[src/design/mpc_pkg.sv]
// ----------------------------------------------------------------------------
// mpc_pkg: shared types and constants of the map page cache directory
// Fixed field widths of the request and response channels, and the command
// and status bundles that pass between controller and datapath.
// ----------------------------------------------------------------------------
package mpc_pkg;

    localparam int PN_W       = 20;   // page number
    localparam int LOC_OUT_W  = 24;   // flash page location on the ports
    localparam int SLOT_OUT_W = 4;    // slot number on the ports
    localparam int EVMP_W     = 10;   // evicted map page on the ports

    typedef struct packed {
        logic                 req_type;
        logic                 map_kind;
        logic [PN_W-1:0]      page_number;
        logic [LOC_OUT_W-1:0] spare_page;
    } t_req;

    typedef struct packed {
        logic                  hit;
        logic [SLOT_OUT_W-1:0] slot;
        logic                  fill_valid;
        logic [LOC_OUT_W-1:0]  fill_location;
        logic                  writeback_valid;
        logic [LOC_OUT_W-1:0]  writeback_location;
        logic                  evicted_valid;
        logic [EVMP_W-1:0]     evicted_map_page;
        logic                  evicted_kind;
        logic                  spare_used;
    } t_rsp;

    // controller to datapath
    typedef struct packed {
        logic clear;      // clearing pass: wipe one directory and home entry
        logic accept;     // capture the request, start the map page divide
        logic div2;       // quotient by entries per map page
        logic div3;       // quotient by map page count times count
        logic rem;        // map page number
        logic page_chk;   // take the directory's slot number
        logic hit_upd;    // hit: set reference, mark dirty on update
        logic sweep;      // one step of the clock hand
        logic vic_chk;    // examine victim, write back if dirty
        logic vic_page;   // drop the victim's directory entry if it is ours
        logic fill;       // install the requested page in the victim slot
        logic finish;     // load the response register
    } t_cmd;

    // datapath to controller
    typedef struct packed {
        logic clr_done;
        logic cached;
        logic match;
        logic hand_ref;
        logic out_busy;
    } t_sts;

endpackage

[src/design/mpc_ctrl.sv]
// ----------------------------------------------------------------------------
// mpc_ctrl: sequencer of the map page cache directory
// Walks each request through divide, directory lookup, hit check if cached,
// then on a miss clock sweep, eviction and fill; one command bundle per cycle.
// ----------------------------------------------------------------------------
module mpc_ctrl (
    input  logic          i_clk,
    input  logic          i_rst_n,
    input  logic          i_in_valid,
    output logic          o_in_ready,
    input  mpc_pkg::t_sts i_sts,
    output mpc_pkg::t_cmd o_cmd
);

    localparam logic [4:0] S_CLEAR  = 5'd0;
    localparam logic [4:0] S_IDLE   = 5'd1;
    localparam logic [4:0] S_DIV2   = 5'd2;
    localparam logic [4:0] S_DIV3   = 5'd3;
    localparam logic [4:0] S_REM    = 5'd4;
    localparam logic [4:0] S_PLOOK  = 5'd5;
    localparam logic [4:0] S_PCHK   = 5'd6;
    localparam logic [4:0] S_MLOOK  = 5'd7;
    localparam logic [4:0] S_HCHK   = 5'd8;
    localparam logic [4:0] S_SWEEP  = 5'd9;
    localparam logic [4:0] S_VLOOK  = 5'd10;
    localparam logic [4:0] S_VCHK   = 5'd11;
    localparam logic [4:0] S_VPLOOK = 5'd12;
    localparam logic [4:0] S_VPCHK  = 5'd13;
    localparam logic [4:0] S_HLOOK  = 5'd14;
    localparam logic [4:0] S_FILL   = 5'd15;
    localparam logic [4:0] S_DONE   = 5'd16;

    logic [4:0] r_state;
    logic [4:0] n_state;

    always_ff @(posedge i_clk) begin
        if (!i_rst_n) begin
            r_state <= S_CLEAR;
        end else begin
            r_state <= n_state;
        end
    end

    always_comb begin
        n_state = r_state;
        o_cmd   = '0;
        case (r_state)
            S_CLEAR: begin
                o_cmd.clear = 1'b1;
                if (i_sts.clr_done) n_state = S_IDLE;
            end
            S_IDLE: begin
                if (i_in_valid) begin
                    o_cmd.accept = 1'b1;
                    n_state      = S_DIV2;
                end
            end
            S_DIV2: begin
                o_cmd.div2 = 1'b1;
                n_state    = S_DIV3;
            end
            S_DIV3: begin
                o_cmd.div3 = 1'b1;
                n_state    = S_REM;
            end
            S_REM: begin
                o_cmd.rem = 1'b1;
                n_state   = S_PLOOK;
            end
            S_PLOOK: n_state = S_PCHK;
            S_PCHK: begin
                o_cmd.page_chk = 1'b1;
                n_state        = i_sts.cached ? S_MLOOK : S_SWEEP;
            end
            S_MLOOK: n_state = S_HCHK;
            S_HCHK: begin
                if (i_sts.match) begin
                    o_cmd.hit_upd = 1'b1;
                    n_state       = S_DONE;
                end else begin
                    n_state = S_SWEEP;
                end
            end
            S_SWEEP: begin
                // advance the hand until it passes a slot with a clear reference bit
                o_cmd.sweep = 1'b1;
                if (!i_sts.hand_ref) n_state = S_VLOOK;
            end
            S_VLOOK: n_state = S_VCHK;
            S_VCHK: begin
                o_cmd.vic_chk = 1'b1;
                n_state       = S_VPLOOK;
            end
            S_VPLOOK: n_state = S_VPCHK;
            S_VPCHK: begin
                o_cmd.vic_page = 1'b1;
                n_state        = S_HLOOK;
            end
            S_HLOOK: n_state = S_FILL;
            S_FILL: begin
                o_cmd.fill = 1'b1;
                n_state    = S_DONE;
            end
            S_DONE: begin
                // hold while the previous result is still stalled
                if (!i_sts.out_busy) begin
                    o_cmd.finish = 1'b1;
                    n_state      = S_IDLE;
                end
            end
            default: n_state = S_IDLE;
        endcase
    end

    assign o_in_ready = (r_state == S_IDLE);

endmodule

[config.mk]
export PLATFORM = sky130hd
export DESIGN_NAME = mpc_ctrl
export DESIGN_NICKNAME = d
export VERILOG_FILES = /design/src/design/mpc_pkg.sv /design/src/design/mpc_ctrl.sv
export SDC_FILE = /design/constraint.sdc
export NUM_CORES = 1
export LEC_CHECK = 0
export BUFFER_PORTS_ARGS = -buffer_cell sky130_fd_sc_hd__clkbuf_2
export CORE_AREA = 2 2 39 41
export DETAILED_ROUTE_END_ITERATION = 8
export DIE_AREA = 0 0 41 43
export PLACE_DENSITY = 0.67
export SYNTH_ARGS = -nofsm -noshare
export SYNTH_HDL_FRONTEND = slang
export SYNTH_SLANG_ARGS = --single-unit
[constraint.sdc]
create_clock -name i_clk -period 1.4 [get_ports i_clk]
set_clock_uncertainty 0.15 [all_clocks]
set_input_delay 0.28 -clock i_clk [delete_from_list [all_inputs] [get_ports i_clk]]
set_output_delay 0.28 -clock i_clk [all_outputs]
set_load 0.05 [all_outputs]
==> results of run 1 <==
==> cells by family (layout without fill, tap and decap cells) <==
group / Yosys count / in the layout / share of synthesized area (%)
AND/OR/NAND/NOR: 36 / 36 / 47.59
AO/OA/AOI/OAI: 15 / 15 / 25.21
flip-flops: 5 / 5 / 22.66
buffers and inverters: 4 / 40 / 4.533
==> synthesized netlist by cell type, types with 2 or more instances <==
cell type  count
nor2_1        11
a21oi_1        5
dfxtp_1        5
buf_2          4
nand2b_1       4
nand2_1        3
nor3_1         3
nand3b_1       2
nor2b_1        2
o21a_1         2
o31a_1         2
or3b_1         2
==> layout make-up <==
class / count / area (µm²) / area share (%)
sequential: 5 / 106.4 / 10.86
timing repair buffer: 36 / 384.1 / 39.21
multi-input combinational: 51 / 442.9 / 45.21
clock buffer: 4 / 26.28 / 2.682
tap: 16 / 20.02 / 2.043
==> report_power, final <==
group          internal, W  leakage, nW  switching (W)  total (W)
logic             0.000101        0.332       0.000110   0.000210
clock network     0.000108       0.0150      0.0000602   0.000168
registers         0.000148       0.0422     0.00000418   0.000152
==> critical path, stage by stage, from the launching register on <==
cell,delay [ps]
dfxtp_1,300
or4_4,540
nor3b_2,190
clkbuf_8,210
==> what timing repair did <==
action / CTS / global route
pin swaps: 5 / 1
gates resized for setup: 41 / 13
endpoints found under the setup margin: 17 / 17
setup buffers: 1 / 1
==> final timing paths <==
kind	from	to	depth (start not counted)
hold reg to reg	r_state[4]	r_state[0]	2
hold / removal	i_rst_n	r_state[0]	2
setup reg to reg	r_state[1]	r_state[3]	4
setup / recovery	r_state[1]	o_cmd[0]	3
==> metrics by stage <==
step / hold WS (ps) / instances
3_3_place_gp: 394.5 / 106
5_1_grt: 136.6 / 112
6_report: 135.5 / 112
2_1_floorplan: 250.5 / 60
3_5_place_dp: 388.7 / 106
4_1_cts: 134.7 / 111
==> layer usage <==
metal | wire length, µm | GRT usage [%]
met1 | 620 | 20.71
met2 | 896 | 36.88
met3 | 63 | 3.141
met4 | 38 | 10.00
met5 | 0 | 0
==> results.yml, run 1 <==
floorplan:
  fp-row-count: 14
  die_h_um: 43
  core-area_um2: 1384
  start_util_pct: 31.92
  design.die.area_um2: 1763
  ios: 21
  dieWidth_um: 41
timing:
  max_slew.worst_pin.slew_ps: 229.2
  period_share_pct: 136.9
  rsz0062_at_grt: "true"
  fmax_mhz: 521.8
  hold_violations: 0
  fin_crit_ps: 1916
  setup_slack_ps: -516.4
  maxSlewViolCount: 0
  slew_headroom_pct: 84.67
  setup_tns_ps: -5754
  setup_violations: 16
synthesis:
  synth_area_leader_cell: "dfxtp_1"
  seq_area_frac_synth_pct: 22.66
  ys_types: 27
  synthCells: 60
  synthTopCellsByArea: "dfxtp_1 (23%), nor2_1 (9.3%), a21oi_1 (5.7%)"
  synth.avg_cell_area_um2: 7.361
  synthArstFlopShare_pct: 0
  synth_edf_count: 0
  ys_ff_latch: 5
  synth_ff_type: "dfxtp_1"
  syn-cell-area_um2: 441.7
  yosysWarnings: 0
  synth_fp_nets: 68
  synthDominantCellAreaShare_pct: 22.66
clock_network:
  clk_latency_ps: 240
  clockRootBuffer: "clkbuf_4"
  cts_buffers: 3
  cts_sinks: 5
  cts.clk_slew.worst_paths_ps: 40
  cts_hold_buf: 0
  htree_num_levels: 1
  cts_tree: "yes"
  clockBufferDepth: 2
pwr:
  power_density_nw_per_um2: 541.1
  power_w: 0.0005301
  ir_drop_mv: 0.3011
  p_leak_nw: 0.3891
status:
  status: "finished with violations"
  violations: "setup timing"
cells_and_area:
  fill_cells: 97
  post-route-cell-area_um2: 979.7
  top_register: "r_state"
  fin_nets: 105
  largest_reg_flops: 5
  final_cell_mix: "buf_4 (11), buf_8 (9), nor2_4 (7), clkbuf_2 (7), buf_6 (6)"
  antenna_cells: 0
  reg_top3: "r_state x5"
  fin_util_pct: 70.80
  final_common_cell: "buf_4"
  syn2layout_area_growth_pct: 121.8
  drive_gt1_share_pct: 66.67
drt:
  wl_per_cell_um: 14.45
  drc: 0
  drtIter0Drc: 3
  ant_nets: 0
  routed_via_density: 5.330
  vias: 597
  dr.pass1.iters: 3
  wirelength_um: 1618
place:
  finalWeightedCongestion: 0.7783
  post-place-ws_ps: -374.1
  hpwl_um: 1040
  portBuffers: 20
  dpl_cell_area_um2: 740.7
grt:
  grt-ovfl-total: 0
  grt_pass1_vias: 586
  grt_usage_pct: 20.42
  grt_pass1_wl_um: 2428
  grt_max_degree: 15
  antenna_found_initial: 0
critical_path:
  critical_path_class: "register to primary output"
  end_kind: "primary output"
  worstSetupStartpointType: "register"
  cp.required_ps: 970
  worstPathArrival_ps: 1490
  rrSetupSlack_ps: -120
  cp_max_fo: 2
flow_run:
  cap_viol_max_count: 0
worst_hold_path:
  hold_class: "primary input to register"
(Power assumes the default switching activity.)
==> run 2, diff against run 1 <==
--- a/config.mk
+++ b/config.mk
@@ -7,6 +7,7 @@
 export LEC_CHECK = 0
 export BUFFER_PORTS_ARGS = -buffer_cell sky130_fd_sc_hd__clkbuf_2
 export CORE_AREA = 2 2 39 41
+export CTS_BUF_LIST = sky130_fd_sc_hd__clkbuf_4
 export DETAILED_ROUTE_END_ITERATION = 8
 export DIE_AREA = 0 0 41 43
 export PLACE_DENSITY = 0.67
==> results.yml, run 2 (synthesis results as in run 1) <==
clock_network:
  cts_sinks: 5
  cts.clk_slew.worst_paths_ps: 40
  clockBufferDepth: 2
  cts_buffers: 3
  clockRootBuffer: "clkbuf_4"
  cts_tree: "yes"
  clk_latency_ps: 240
  htree_num_levels: 1
  cts_hold_buf: 0
cells_and_area:
  regArea_um2: 106.4
  fill_cells: 97
  reg_top3: "r_state x5"
  antenna_cells: 0
  final_cell_count_no_fill: 112
  drive_gt1_share_pct: 67.71
  top_register: "r_state"
  multi_input_area_um2: 442.9
  largest_reg_flops: 5
  syn2layout_area_growth_pct: 122.7
  post-route-cell-area_um2: 983.4
  fin_nets: 105
  final_common_cell: "buf_4"
  final_cell_mix: "buf_4 (11), buf_8 (9), nor2_4 (7), clkbuf_2 (7), buf_6 (6)"
worst_hold_path:
  hold_class: "primary input to register"
  worstHoldStart: "i_rst_n"
critical_path:
  end_kind: "primary output"
  worstSetupStartpointType: "register"
  cp_max_fo: 2
  crit_path_start: "r_state[1]"
  slowest_stage: "or4_4"
  crit_chain: "or4_4, nor3b_2, clkbuf_8"
  worstPathArrival_ps: 1480
  critical_path_class: "register to primary output"
  cp.required_ps: 970
  worstReg2RegStart: "r_state[1]"
  slowest_delay_ps: 540
drt:
  ant_nets: 0
  drc: 0
  route.met3.wl_um: 63
  wl_met1_um: 603
  highest_layer: "met4"
  routed_via_density: 5.357
  dr.pass1.iters: 3
  vias: 600
  drtIter0Drc: 5
  wl_per_cell_um: 14.21
  wirelength_um: 1591
  route.met2.wl_um: 893
status:
  violations: "setup timing"
  status: "finished with violations"
timing:
  finalHoldWorstSlack_ps: 141.2
  maxSlewViolCount: 0
  slew_headroom_pct: 84.76
  fin_crit_ps: 1909
  max_slew.worst_pin.slew_ps: 228.0
  setup_tns_ps: -5637
  setup_violations: 16
  period_share_pct: 136.3
  setup_slack_ps: -508.7
  rsz0062_at_grt: "true"
  hold_violations: 0
  fmax_mhz: 523.9
floorplan:
  start_util_pct: 31.92
  die_h_um: 43
  ios: 21
  design.die.area_um2: 1763
  fp-row-count: 14
  dieWidth_um: 41
  core-area_um2: 1384
grt:
  antenna_found_initial: 0
  grt_max_degree: 15
  grt_pass1_vias: 579
  grt_pass1_wl_um: 2421
  grt-ovfl-total: 0
  grt_usage_pct: 20.12
pwr:
  p_leak_nw: 0.3926
  power_density_nw_per_um2: 554.9
  ir_drop_mv: 0.3175
place:
  hpwl_um: 1040
  portBuffers: 20
  dpl_cell_area_um2: 740.7
  placed_cells_incl_taps: 106
  finalWeightedCongestion: 0.7783
flow_run:
  cap_viol_max_count: 0
==> run 2: cell counts in the layout (fill, tap and decap cells not counted) <==
No cell type changed its count.
==> run 2: final timing paths <==
check	endpoint	slack (ps)	depth (start not counted)
setup reg to reg	r_state[3]	-120	4
hold / removal	r_state[4]	140	2
hold reg to reg	r_state[0]	500	2
setup / recovery	o_cmd[0]	-510	3
==> run 2: report_power, final <==
part	total (W)	internal, W	switching, W	leakage (nW)
clock	0.000184	0.000127	0.0000572	0.0184
combinational	0.000210	0.000101	0.000109	0.332
sequential	0.000152	0.000148	0.00000405	0.0422
==> run 2: area by class of cell <==
class,instances,share of cell area (%)
Clock buffer,4,3.053
Timing Repair Buffer,36,39.06
Tap cell,16,2.036
Sequential cell,5,10.81
Multi-Input combinational cell,51,45.04
==> run 2: critical path, delay by kind of cell, from the launching register on <==
family                 cells  cell delay [ps]
and+or+nand+nor            2              730
buffers and inverters      1              210
DFF                        1              300
==> run 2: metal layers <==
metal | vias to the layer above | track usage, %
met5 | - | 0
met4 | 0 | 8.000
met3 | 4 | 3.141
met2 | 19 | 36.88
met1 | 278 | 20.71
li1 | 299 | -
==> run 2: what timing repair did <==
action,in CTS,in global routing
setup buffers,1,1
gates cloned,0,0
setup endpoints to repair,17,17
resized for setup,41,13
pin swaps,5,1
==> run 2: metrics by stage <==
stage,utilization [%],total power (W),setup slack [ps]
final,71.07,0.0005457,-508.7
after global routing,71.07,0.0005727,-533.7
after CTS,68.99,0.0005364,-510.7
after detailed placement,53.53,0.0003215,-374.1
after global placement,53.53,0.0003175,-322.1
after floorplan,-,0.0002688,-587.4
==> run 3, diff against run 2 <==
--- a/config.mk
+++ b/config.mk
@@ -6,11 +6,13 @@
 export NUM_CORES = 1
 export LEC_CHECK = 0
 export BUFFER_PORTS_ARGS = -buffer_cell sky130_fd_sc_hd__clkbuf_2
-export CORE_AREA = 2 2 39 41
+export CELL_PAD_IN_SITES_DETAIL_PLACEMENT = 0
+export CELL_PAD_IN_SITES_GLOBAL_PLACEMENT = 1
+export CORE_MARGIN = 2
+export CORE_UTILIZATION = 28
 export CTS_BUF_LIST = sky130_fd_sc_hd__clkbuf_4
 export DETAILED_ROUTE_END_ITERATION = 8
-export DIE_AREA = 0 0 41 43
-export PLACE_DENSITY = 0.67
+export PLACE_DENSITY = 0.79
 export SYNTH_ARGS = -nofsm -noshare
 export SYNTH_HDL_FRONTEND = slang
 export SYNTH_SLANG_ARGS = --single-unit
==> results.yml, run 3 (synthesis results as in run 1) <==
grt:
  met3_usage_pct: 6.250
  grtUsageMet1_pct: 21.43
  grt_pass1_wl_um: 2297
  use_met2_pct: 25.29
  grt_usage_pct: 16.55
  top_usage_layer: "met2"
  grt_pass1_vias: 502
  grt_max_degree: 15
  antenna_found_initial: 0
  grt-ovfl-total: 0
clock_network:
  clockRootBuffer: "clkbuf_4"
  clockBufferDepth: 2
  cts_buffers: 3
  cts_hold_buf: 0
  cts_tree: "yes"
  clk_latency_ps: 240
  cts_sinks: 5
  htree_num_levels: 1
  cts.clk_slew.worst_paths_ps: 40
critical_path:
  slowest_delay_ps: 540
  crit_chain: "or4_4, nor3b_2, clkbuf_8"
  reg2reg_to: "r_state[0]"
  critical_path_class: "register to primary output"
  worstPathArrival_ps: 1480
  slowest_stage: "or4_4"
  worst_r2r_path_depth: 4
  worstReg2RegStart: "r_state[1]"
  critPathCapture: "o_cmd[0]"
  cp.required_ps: 970
  cp_max_fo: 2
  worstSetupStartpointType: "register"
  rrSetupSlack_ps: -130
  crit_path_start: "r_state[1]"
  end_kind: "primary output"
flow_run:
  cap_viol_max_count: 0
drt:
  dr.pass1.iters: 4
  wl_per_cell_um: 12.66
  drtIter0Drc: 10
  wirelength_um: 1431
  vias: 579
  routed_via_density: 5.124
  drc: 0
  ant_nets: 0
cells_and_area:
  final_cell_mix: "buf_4 (15), buf_8 (10), nor2_4 (8), clkbuf_2 (7), a21oi_1 (5)"
  fill_cells: 110
  largest_reg_flops: 5
  syn2layout_area_growth_pct: 122.1
  final_common_cell: "buf_4"
  antenna_cells: 0
  top_register: "r_state"
  drive_gt1_share_pct: 68.04
  reg_top3: "r_state x5"
  fin_util_pct: 65.88
  post-route-cell-area_um2: 980.9
  fin_nets: 106
status:
  violations: "setup timing"
  status: "finished with violations"
timing:
  maxSlewViolCount: 0
  fin_crit_ps: 1911
  period_share_pct: 136.5
  rsz0062_at_grt: "true"
  finalHoldWorstSlack_ps: 152.2
  setup_violations: 17
  fmax_mhz: 523.2
  slew_headroom_pct: 85.19
  hold_violations: 0
  max_slew.worst_pin.slew_ps: 222.2
  setup_tns_ps: -5057
  setup_slack_ps: -511.2
floorplan:
  start_util_pct: 29.66
  design.die.area_um2: 1911
  dieWidth_um: 43.72
  ios: 21
  die_h_um: 43.72
  core-area_um2: 1489
  fp-row-count: 14
place:
  portBuffers: 20
  finalWeightedCongestion: 0.7330
  post-place-ws_ps: -366.6
  hpwl_um: 1013
  dpl_cell_area_um2: 748.2
pwr:
  power_density_nw_per_um2: 561.8
  ir_drop_mv: 0.4159
  p_leak_nw: 0.3944
worst_hold_path:
  hold_class: "primary input to register"
## run 3: worst min path at each step
stage / slack, ps / to / start / cells past startpoint
2_1_floorplan: 250 / r_state[4] / i_rst_n / 1
3_3_place_gp: 390 / r_state[4] / i_rst_n / 2
3_5_place_dp: 400 / r_state[4] / i_rst_n / 2
4_1_cts: 140 / r_state[4] / i_rst_n / 2
5_1_grt: 150 / r_state[0] / i_rst_n / 2
6_report: 150 / r_state[0] / i_rst_n / 2
## run 3: what timing repair did
item                       4_1_cts  5_1_grt
resized for setup               36       16
setup buffers                    0        2
setup endpoints to repair       17       17
pin swaps                        4        1
## run 3: stage by stage
stage	total power, W	cells
finish	0.0005511	113
global route	0.0005831	113
CTS	0.0005412	111
detailed placement	0.0003267	107
global placement	0.0003240	107
floorplan	0.0002688	60
## run 3: power breakdown
group	internal [W]	leakage, nW	switching, W
registers	0.000146	0.0425	0.00000413
logic	0.000107	0.334	0.000109
clock network	0.000127	0.0184	0.0000588
total	0.000380	0.394	0.000171
## run 3: critical path: cells and delay by family, from the launching register on
family | cells | cell delay (ps)
flops | 1 | 300
buf+inv | 1 | 210
simple gates | 2 | 730
## run 3: metal layers
metal	part of all wire, %	vias up
met2	51	8
met3	2.7	2
li1	-	295
met1	46	274
met5	0	-
met4	0.70	0
## run 3: layout make-up
type / count / area (µm²) / share of cell area, %
tap: 16 / 20.02 / 2.041
timing repair buffer: 37 / 372.9 / 38.01
clock buffer: 4 / 30.03 / 3.061
multi-input combinational: 51 / 449.2 / 45.79
sequential: 5 / 108.9 / 11.10
